--- src/rtl/mau_pkg.sv ---
// Shared constants, codes and controller/datapath interface types for the modular arithmetic unit.
package mau_pkg;

  localparam int DATA_W = 31;
  localparam int EXP_W = 32;
  localparam int EXP_BITS = 32;
  localparam int CNT_W = $clog2(EXP_W);

  localparam logic [DATA_W-1:0] MOD_RESET = 31'd1000000007;
  localparam logic [EXP_W-1:0] EXP_MASK =
      (EXP_BITS >= EXP_W) ? {EXP_W{1'b1}} : EXP_W'((64'd1 << EXP_BITS) - 64'd1);

  localparam logic [2:0] OP_POWER = 3'd0;
  localparam logic [2:0] OP_ADD = 3'd1;
  localparam logic [2:0] OP_SUB = 3'd2;
  localparam logic [2:0] OP_MUL = 3'd3;
  localparam logic [2:0] OP_DIV = 3'd4;
  localparam logic [2:0] OP_INV = 3'd5;

  typedef enum logic [2:0] {
    US_RED_A,
    US_RED_B,
    US_ACC_SQ,
    US_SQ_SQ,
    US_AR_SQ,
    US_AR_ACC
  } usel_t;

  typedef enum logic [1:0] {
    RS_ACC,
    RS_ADD,
    RS_SUB,
    RS_ZERO
  } res_sel_t;

  typedef struct packed {
    logic     load_in;
    logic     unit_start;
    usel_t    unit_sel;
    logic     pow_init;
    logic     e_fermat;
    logic     sq_from_ar;
    logic     e_shift;
    logic     out_load;
    res_sel_t res_sel;
  } dp_cmd_t;

  typedef struct packed {
    logic unit_done;
    logic e_zero;
    logic e_lsb;
    logic m_zero;
    logic out_valid;
  } dp_sts_t;

endpackage

--- src/rtl/mau_datapath.sv ---
// Datapath: operand registers, shared bit-serial reduce and multiply unit, and output register.
module mau_datapath (
  input  logic                      clk,
  input  logic                      rst,
  input  mau_pkg::dp_cmd_t          cmd,
  output mau_pkg::dp_sts_t          sts,
  input  logic                      modulus_we,
  input  logic [mau_pkg::DATA_W-1:0] modulus,
  input  logic [mau_pkg::DATA_W-1:0] operand_a,
  input  logic [mau_pkg::EXP_W-1:0]  operand_b,
  input  logic                      out_stall,
  output logic                      out_valid,
  output logic [mau_pkg::DATA_W-1:0] residue
);
  import mau_pkg::*;

  logic [DATA_W-1:0] m_reg;
  logic [DATA_W-1:0] a_in;
  logic [EXP_W-1:0]  b_in;
  logic [DATA_W-1:0] ar;
  logic [DATA_W-1:0] sq;
  logic [DATA_W-1:0] acc;
  logic [EXP_W-1:0]  e;
  logic              busy;
  usel_t             dsel;
  logic [DATA_W-1:0] w;
  logic [DATA_W-1:0] x;
  logic [EXP_W-1:0]  y;
  logic [CNT_W-1:0]  cnt;

  logic [EXP_W-1:0]  m_ext;
  logic              ybit;
  logic [EXP_W-1:0]  red_t;
  logic [EXP_W-1:0]  red_n;
  logic [EXP_W-1:0]  dbl;
  logic [EXP_W-1:0]  dbl_r;
  logic [EXP_W-1:0]  sum;
  logic [EXP_W-1:0]  sum_r;
  logic [DATA_W-1:0] step_val;
  logic              is_red;
  logic [EXP_W-1:0]  add_s;
  logic [EXP_W-1:0]  add_r;
  logic [EXP_W-1:0]  sub_s;
  logic [EXP_W-1:0]  sub_r;
  logic [EXP_W-1:0]  fermat;

  assign m_ext = {1'b0, m_reg};
  assign ybit = y[cnt];
  assign is_red = (dsel == US_RED_A) || (dsel == US_RED_B);

  always_comb begin
    red_t = {w, ybit};
    red_n = (red_t >= m_ext) ? red_t - m_ext : red_t;
    dbl = {w, 1'b0};
    dbl_r = (dbl >= m_ext) ? dbl - m_ext : dbl;
    sum = dbl_r + (ybit ? {1'b0, x} : {EXP_W{1'b0}});
    sum_r = (sum >= m_ext) ? sum - m_ext : sum;
    step_val = is_red ? red_n[DATA_W-1:0] : sum_r[DATA_W-1:0];
    add_s = {1'b0, ar} + {1'b0, sq};
    add_r = (add_s >= m_ext) ? add_s - m_ext : add_s;
    sub_s = {1'b0, ar} + m_ext - {1'b0, sq};
    sub_r = (sub_s >= m_ext) ? sub_s - m_ext : sub_s;
    fermat = (m_reg >= 31'd2) ? m_ext - 32'd2 : {EXP_W{1'b0}};
  end

  assign sts.unit_done = busy && (cnt == '0);
  assign sts.e_zero = (e == '0);
  assign sts.e_lsb = e[0];
  assign sts.m_zero = (m_reg == '0);
  assign sts.out_valid = out_valid;

  always_ff @(posedge clk) begin
    if (rst) begin
      m_reg <= MOD_RESET;
    end else if (modulus_we) begin
      m_reg <= modulus;
    end
  end

  always_ff @(posedge clk) begin
    if (rst) begin
      busy <= 1'b0;
    end else if (cmd.unit_start) begin
      busy <= 1'b1;
    end else if (busy && (cnt == '0)) begin
      busy <= 1'b0;
    end
  end

  always_ff @(posedge clk) begin
    if (cmd.load_in) begin
      a_in <= operand_a;
      b_in <= operand_b;
    end
    if (cmd.unit_start) begin
      dsel <= cmd.unit_sel;
      w <= '0;
      cnt <= CNT_W'(EXP_W - 1);
      case (cmd.unit_sel)
        US_RED_A: begin
          x <= '0;
          y <= {1'b0, a_in};
        end
        US_RED_B: begin
          x <= '0;
          y <= b_in;
        end
        US_ACC_SQ: begin
          x <= acc;
          y <= {1'b0, sq};
        end
        US_SQ_SQ: begin
          x <= sq;
          y <= {1'b0, sq};
        end
        US_AR_SQ: begin
          x <= ar;
          y <= {1'b0, sq};
        end
        US_AR_ACC: begin
          x <= ar;
          y <= {1'b0, acc};
        end
        default: begin
          x <= '0;
          y <= '0;
        end
      endcase
    end else if (busy) begin
      w <= step_val;
      cnt <= cnt - 1'b1;
      if (cnt == '0) begin
        case (dsel)
          US_RED_A: ar <= step_val;
          US_RED_B: sq <= step_val;
          US_SQ_SQ: sq <= step_val;
          default: acc <= step_val;
        endcase
      end
    end
    if (cmd.pow_init) begin
      acc <= 31'd1;
      e <= cmd.e_fermat ? fermat : (b_in & EXP_MASK);
      if (cmd.sq_from_ar) begin
        sq <= ar;
      end
    end
    if (cmd.e_shift) begin
      e <= e >> 1;
    end
  end

  always_ff @(posedge clk) begin
    if (rst) begin
      out_valid <= 1'b0;
    end else if (cmd.out_load) begin
      out_valid <= 1'b1;
    end else if (!out_stall) begin
      out_valid <= 1'b0;
    end
  end

  always_ff @(posedge clk) begin
    if (cmd.out_load) begin
      case (cmd.res_sel)
        RS_ACC: residue <= acc;
        RS_ADD: residue <= add_r[DATA_W-1:0];
        RS_SUB: residue <= sub_r[DATA_W-1:0];
        default: residue <= '0;
      endcase
    end
  end

endmodule

--- src/rtl/mau_ctrl.sv ---
// Controller state machine that sequences reductions, the exponent loop and the result load.
module mau_ctrl (
  input  logic             clk,
  input  logic             rst,
  input  logic             in_valid,
  output logic             in_stall,
  input  logic [2:0]       operation,
  input  logic             out_stall,
  input  mau_pkg::dp_sts_t sts,
  output mau_pkg::dp_cmd_t cmd
);
  import mau_pkg::*;

  typedef enum logic [8:0] {
    S_IDLE      = 9'b000000001,
    S_RED_A     = 9'b000000010,
    S_RED_B     = 9'b000000100,
    S_POW_INIT  = 9'b000001000,
    S_POW_CHK   = 9'b000010000,
    S_POW_MUL   = 9'b000100000,
    S_POW_SQR   = 9'b001000000,
    S_FINAL_MUL = 9'b010000000,
    S_FINISH    = 9'b100000000
  } state_t;

  state_t     state;
  state_t     state_next;
  logic [2:0] op;
  logic       bad;
  logic       launched;
  logic       accept;
  logic       in_unit;

  assign in_stall = (state != S_IDLE);
  assign accept = in_valid && (state == S_IDLE);
  assign in_unit = (state == S_RED_A) || (state == S_RED_B) || (state == S_POW_MUL) ||
                   (state == S_POW_SQR) || (state == S_FINAL_MUL);

  always_comb begin
    state_next = state;
    cmd = '0;
    cmd.load_in = accept;
    cmd.unit_start = in_unit && !launched;
    case (state)
      S_IDLE: begin
        if (accept) begin
          if (sts.m_zero || (operation > OP_INV)) begin
            state_next = S_FINISH;
          end else begin
            state_next = S_RED_A;
          end
        end
      end
      S_RED_A: begin
        cmd.unit_sel = US_RED_A;
        if (sts.unit_done) begin
          if ((op == OP_POWER) || (op == OP_INV)) begin
            state_next = S_POW_INIT;
          end else begin
            state_next = S_RED_B;
          end
        end
      end
      S_RED_B: begin
        cmd.unit_sel = US_RED_B;
        if (sts.unit_done) begin
          if (op == OP_MUL) begin
            state_next = S_FINAL_MUL;
          end else if (op == OP_DIV) begin
            state_next = S_POW_INIT;
          end else begin
            state_next = S_FINISH;
          end
        end
      end
      S_POW_INIT: begin
        cmd.pow_init = 1'b1;
        cmd.e_fermat = (op != OP_POWER);
        cmd.sq_from_ar = (op != OP_DIV);
        state_next = S_POW_CHK;
      end
      S_POW_CHK: begin
        if (sts.e_zero) begin
          state_next = (op == OP_DIV) ? S_FINAL_MUL : S_FINISH;
        end else if (sts.e_lsb) begin
          state_next = S_POW_MUL;
        end else begin
          state_next = S_POW_SQR;
        end
      end
      S_POW_MUL: begin
        cmd.unit_sel = US_ACC_SQ;
        if (sts.unit_done) begin
          state_next = S_POW_SQR;
        end
      end
      S_POW_SQR: begin
        cmd.unit_sel = US_SQ_SQ;
        if (sts.unit_done) begin
          cmd.e_shift = 1'b1;
          state_next = S_POW_CHK;
        end
      end
      S_FINAL_MUL: begin
        cmd.unit_sel = (op == OP_DIV) ? US_AR_ACC : US_AR_SQ;
        if (sts.unit_done) begin
          state_next = S_FINISH;
        end
      end
      S_FINISH: begin
        if (bad) begin
          cmd.res_sel = RS_ZERO;
        end else if (op == OP_ADD) begin
          cmd.res_sel = RS_ADD;
        end else if (op == OP_SUB) begin
          cmd.res_sel = RS_SUB;
        end else begin
          cmd.res_sel = RS_ACC;
        end
        if (!sts.out_valid || !out_stall) begin
          cmd.out_load = 1'b1;
          state_next = S_IDLE;
        end
      end
      default: begin
        state_next = S_IDLE;
      end
    endcase
  end

  always_ff @(posedge clk) begin
    if (rst) begin
      state <= S_IDLE;
      launched <= 1'b0;
    end else begin
      state <= state_next;
      if (sts.unit_done) begin
        launched <= 1'b0;
      end else if (cmd.unit_start) begin
        launched <= 1'b1;
      end
    end
  end

  always_ff @(posedge clk) begin
    if (accept) begin
      op <= operation;
      bad <= sts.m_zero || (operation > OP_INV);
    end
  end

endmodule

--- src/rtl/modular_arithmetic_unit.sv ---
// Top level of the modular arithmetic unit: controller and datapath.
//
// One request on the input channel carries an operation code and two operands; it is taken
// at a clock edge where in_valid is high and in_stall is low. Exactly one residue comes back
// on the output channel, taken where out_valid is high and out_stall is low.
// The user must write the modulus register through modulus_we and modulus only while no
// request is open; the block does not enforce this. The block holds one request at a time.
// Every reduction and modular multiply runs on one shared bit-serial unit. Add and subtract
// reduce both operands, multiply adds one modular multiply. Power, inverse and divide run one
// square for each exponent bit and one more multiply for each set bit.
// A finished residue waits in the output register while the next request is accepted; the
// controller stalls before loading a new residue while the receiver still stalls the old.
// Synchronous reset returns the controller to idle, drops out_valid and sets the modulus to
// 1000000007.
module modular_arithmetic_unit (
  input  logic                       clk,
  input  logic                       rst,
  input  logic                       modulus_we,
  input  logic [mau_pkg::DATA_W-1:0] modulus,
  input  logic                       in_valid,
  output logic                       in_stall,
  input  logic [2:0]                 operation,
  input  logic [mau_pkg::DATA_W-1:0] operand_a,
  input  logic [mau_pkg::EXP_W-1:0]  operand_b,
  output logic                       out_valid,
  input  logic                       out_stall,
  output logic [mau_pkg::DATA_W-1:0] residue
);
  import mau_pkg::*;

  dp_cmd_t cmd;
  dp_sts_t sts;

  mau_ctrl u_ctrl (
    .clk       (clk),
    .rst       (rst),
    .in_valid  (in_valid),
    .in_stall  (in_stall),
    .operation (operation),
    .out_stall (out_stall),
    .sts       (sts),
    .cmd       (cmd)
  );

  mau_datapath u_dp (
    .clk        (clk),
    .rst        (rst),
    .cmd        (cmd),
    .sts        (sts),
    .modulus_we (modulus_we),
    .modulus    (modulus),
    .operand_a  (operand_a),
    .operand_b  (operand_b),
    .out_stall  (out_stall),
    .out_valid  (out_valid),
    .residue    (residue)
  );

endmodule

--- config.mk ---
export PLATFORM = sky130hd
export DESIGN_NAME = modular_arithmetic_unit
export DESIGN_NICKNAME = d
export VERILOG_FILES = /design/src/rtl/mau_pkg.sv /design/src/rtl/mau_datapath.sv /design/src/rtl/mau_ctrl.sv /design/src/rtl/modular_arithmetic_unit.sv
export SDC_FILE = /design/constraint.sdc
export NUM_CORES = 1
export LEC_CHECK = 0
export BUFFER_PORTS_ARGS = -buffer_cell sky130_fd_sc_hd__buf_2
export CAP_MARGIN = 20
export CORE_ASPECT_RATIO = 1.25
export CORE_MARGIN = 10
export CORE_UTILIZATION = 50
export CTS_CLUSTER_SIZE = 25
export DETAILED_ROUTE_END_ITERATION = 8
export HOLD_SLACK_MARGIN = 0.1
export PLACE_DENSITY = 0.67
export SLEW_MARGIN = 15
export SYNTH_ARGS = -nofsm -noshare
export SYNTH_HDL_FRONTEND = slang
export SYNTH_SLANG_ARGS = --single-unit
export TNS_END_PERCENT = 1
--- constraint.sdc ---
create_clock -name clk -period 17.6 [get_ports clk]
set_input_delay 3.52 -clock clk [delete_from_list [all_inputs] [get_ports clk]]
set_output_delay 3.52 -clock clk [all_outputs]
set_load 0.02 [all_outputs]
==> impl_metrics.ini <==
[logic_synthesis]
synthArstFlopShare_pct = 0
ys_warn_count = 0
synth_top_area_share_pct = 22.3
synth.yosys.seq_area_share_pct = 31.6
synthTopCellsByArea = edfxtp_1, ha_1, dfxtp_1
synth-seq-cells = 368
avgSynthCellArea_um2 = 8.59
synthTopCellsByCount = a21oi_1, nand2_1, inv_1, nor2_1, ha_1
synth.cell_area_mm2 = 0.0305
synth_nets = 3943
synthCells = 3552
synth_top_cell_by_area = edfxtp_1
yosysMostFrequentCell = a21oi_1
synth_edf_count = 226
synth_ff_type = edfxtp_1
yosysUniqueCellTypes = 90

[cells_and_area]
drive_gt1_share_pct = 9.28
n_fill_cell = 5597
finalNetCount = 4014
multi_input_area_mm2 = 0.0192
syn2layout_area_growth_pct = 9.11
seq_area_mm2 = 0.00963
reg_top3 = u_dp.b_in (32), u_dp.e (32), u_dp.y (32)

[clock_network]
clock-sinks = 368
clockBufferDepth = 3
numCtsBuffers = 38
cts_max_level = 2
ctsResizeCount = 0
cts-hold-fix-buffers = 0
clk_pin_slew_ns = 0.07
cts_root_buffer = clkbuf_16
cts_tree = done
clock_latency_ns = 0.57
postCtsSetupBuffers = 0

[global_route]
grt_overflow_total = 0
grt_usage_pct = 32.0
grt_pass1_wl_um = 170000
antenna_found_initial = 5
gr-usage-met1_pct = 40.1
busiest_layer = met2
grt_max_degree = 69
grt_pass1_vias = 26700
gr-usage-met3_pct = 5.57
use_met2_pct = 49.9

[setup_path]
reg2reg_slack_ns = 7.92
worstSetupEndpoint = u_dp.sq[11]
arrival_ns = 10.12
worst_path_most_repeated_cell = mux2_2
reg2reg_to = u_dp.sq[11]
rr_startpoint = u_dp.m_reg[0]
critPathMaxStageDelay_ns = 0.97
cp-start-kind = flip-flop
crit_path_start = u_dp.m_reg[0]
cp_slowest_cell = o311ai_0
cp_max_fo = 60
rr_worst_depth = 30
criticalPathCategory = reg2reg
crit_required_ns = 18.04
critPathCaptureType = flip-flop

[sta]
rsz0062_at_grt = no
finalCriticalPeriod_ns = 9.68
hold_viol = 0
finalMaxSlewViolations = 0
period_share_pct = 55.0
max_freq_ghz = 0.103
worst_slew_pin_slew_ns = 1.13
setup_tns_ns = 0
skew_ns = 0.0302
slew-limit-headroom_pct = 23.4
finalSetupViolCount = 0

[routing]
detail_route.iter0.violations = 3102
via_count = 28100
wl_um = 117000
avgRoutedWirePerCell_um = 26.5
dr.pass1.iters = 7
ant_nets = 0
vias_per_cell = 6.35
drcViolationCount = 0

[placed_design]
dp_hpwl_um = 93500
place.port_buffers = 134
gp_congestion = 1.01

[hold_path]
hp-start = u_ctrl.launched
min_path_type = reg2reg

[floorplan]
coreArea_mm2 = 0.0605
die_y_um = 296
die_width_um = 241
pin_count = 135
fp-row-count = 101
initial_core_util_pct = 50.4
dieArea_mm2 = 0.0713

[job]
drv_cap = 0

[outcome]
status = finished clean
cells in the final DEF, fill, tap and decap left out, types with 68 or more instances in the layout:
cell        n
buf_2     134
a21o_1     80
nand2_1   299
nor2_1    253
a21oi_1   309
ha_1      251
edfxtp_1  226
o21ai_0   230
nor3_1     86
xnor2_1   170
dfxtp_1   142
xor2_1     71
inv_1     296
a22oi_1    72
nand3_1    68
how the worst min path moves through the flow:
| stage | endpoint | depth (start not counted) | slack, ns |
|---|---|---|---|
| floorplan | u_ctrl.launched | 2 | 0.43 |
| global placement | u_ctrl.launched | 2 | 0.44 |
| detailed placement | u_ctrl.launched | 2 | 0.45 |
| CTS | u_ctrl.launched | 2 | 0.46 |
| global route | u_ctrl.launched | 2 | 0.49 |
| finish | u_ctrl.launched | 2 | 0.46 |
worst max-delay path, delay by kind of cell (launching register included):
| kind | cells | cell delay, ns |
|---|---|---|
| DFF | 1 | 0.67 |
| and+or+nand+nor | 8 | 1.51 |
| muxes | 3 | 1.12 |
| xor gates and xnor gates | 1 | 0.24 |
| adders and majority gates | 3 | 1.12 |
| buffers and inverters | 4 | 1.33 |
| AOI/OAI and AO/OA | 11 | 3.50 |
cells by family after synthesis:
logic type      synth area share [%]
xor+xnor                        6.92
fa+ha+maj                       12.8
mux                             3.09
buf+inv                         5.77
flops                           31.6
compound gates                  23.9
simple gates                    15.9
through the flow:
step	utilization, %	worst slack (ns)	instances	cell area, um2	hold WS, ns
global placement	52.8	8.32	4353	32000	0.442
global route	55.0	7.38	4425	33300	0.489
CTS	54.9	8.13	4424	33200	0.458
detailed placement	52.9	8.18	4354	32000	0.448
floorplan	-	10.43	3552	30500	0.429
finish	55.0	7.92	4426	33300	0.460
layout make-up:
type | instances | area share, %
Antenna cell | 1 | 0.00752
Clock buffer | 52 | 3.20
Clock inverter | 18 | 0.545
Inverter | 298 | 3.36
Multi-Input combinational cell | 2729 | 57.7
Sequential cell | 368 | 28.9
Tap cell | 772 | 2.90
Timing Repair Buffer | 188 | 3.32
routing by layer:
metal | wire [um] | up-vias | share of wire, %
li1 | - | 13100 | -
met1 | 45200 | 13300 | 39
met2 | 51800 | 1427 | 44
met3 | 11000 | 271 | 9.4
met4 | 9070 | 2 | 7.7
met5 | 13 | - | 0.011
Power is not shown: default switching activity piles up to over one toggle a cycle in this logic, so the estimate is an artifact.
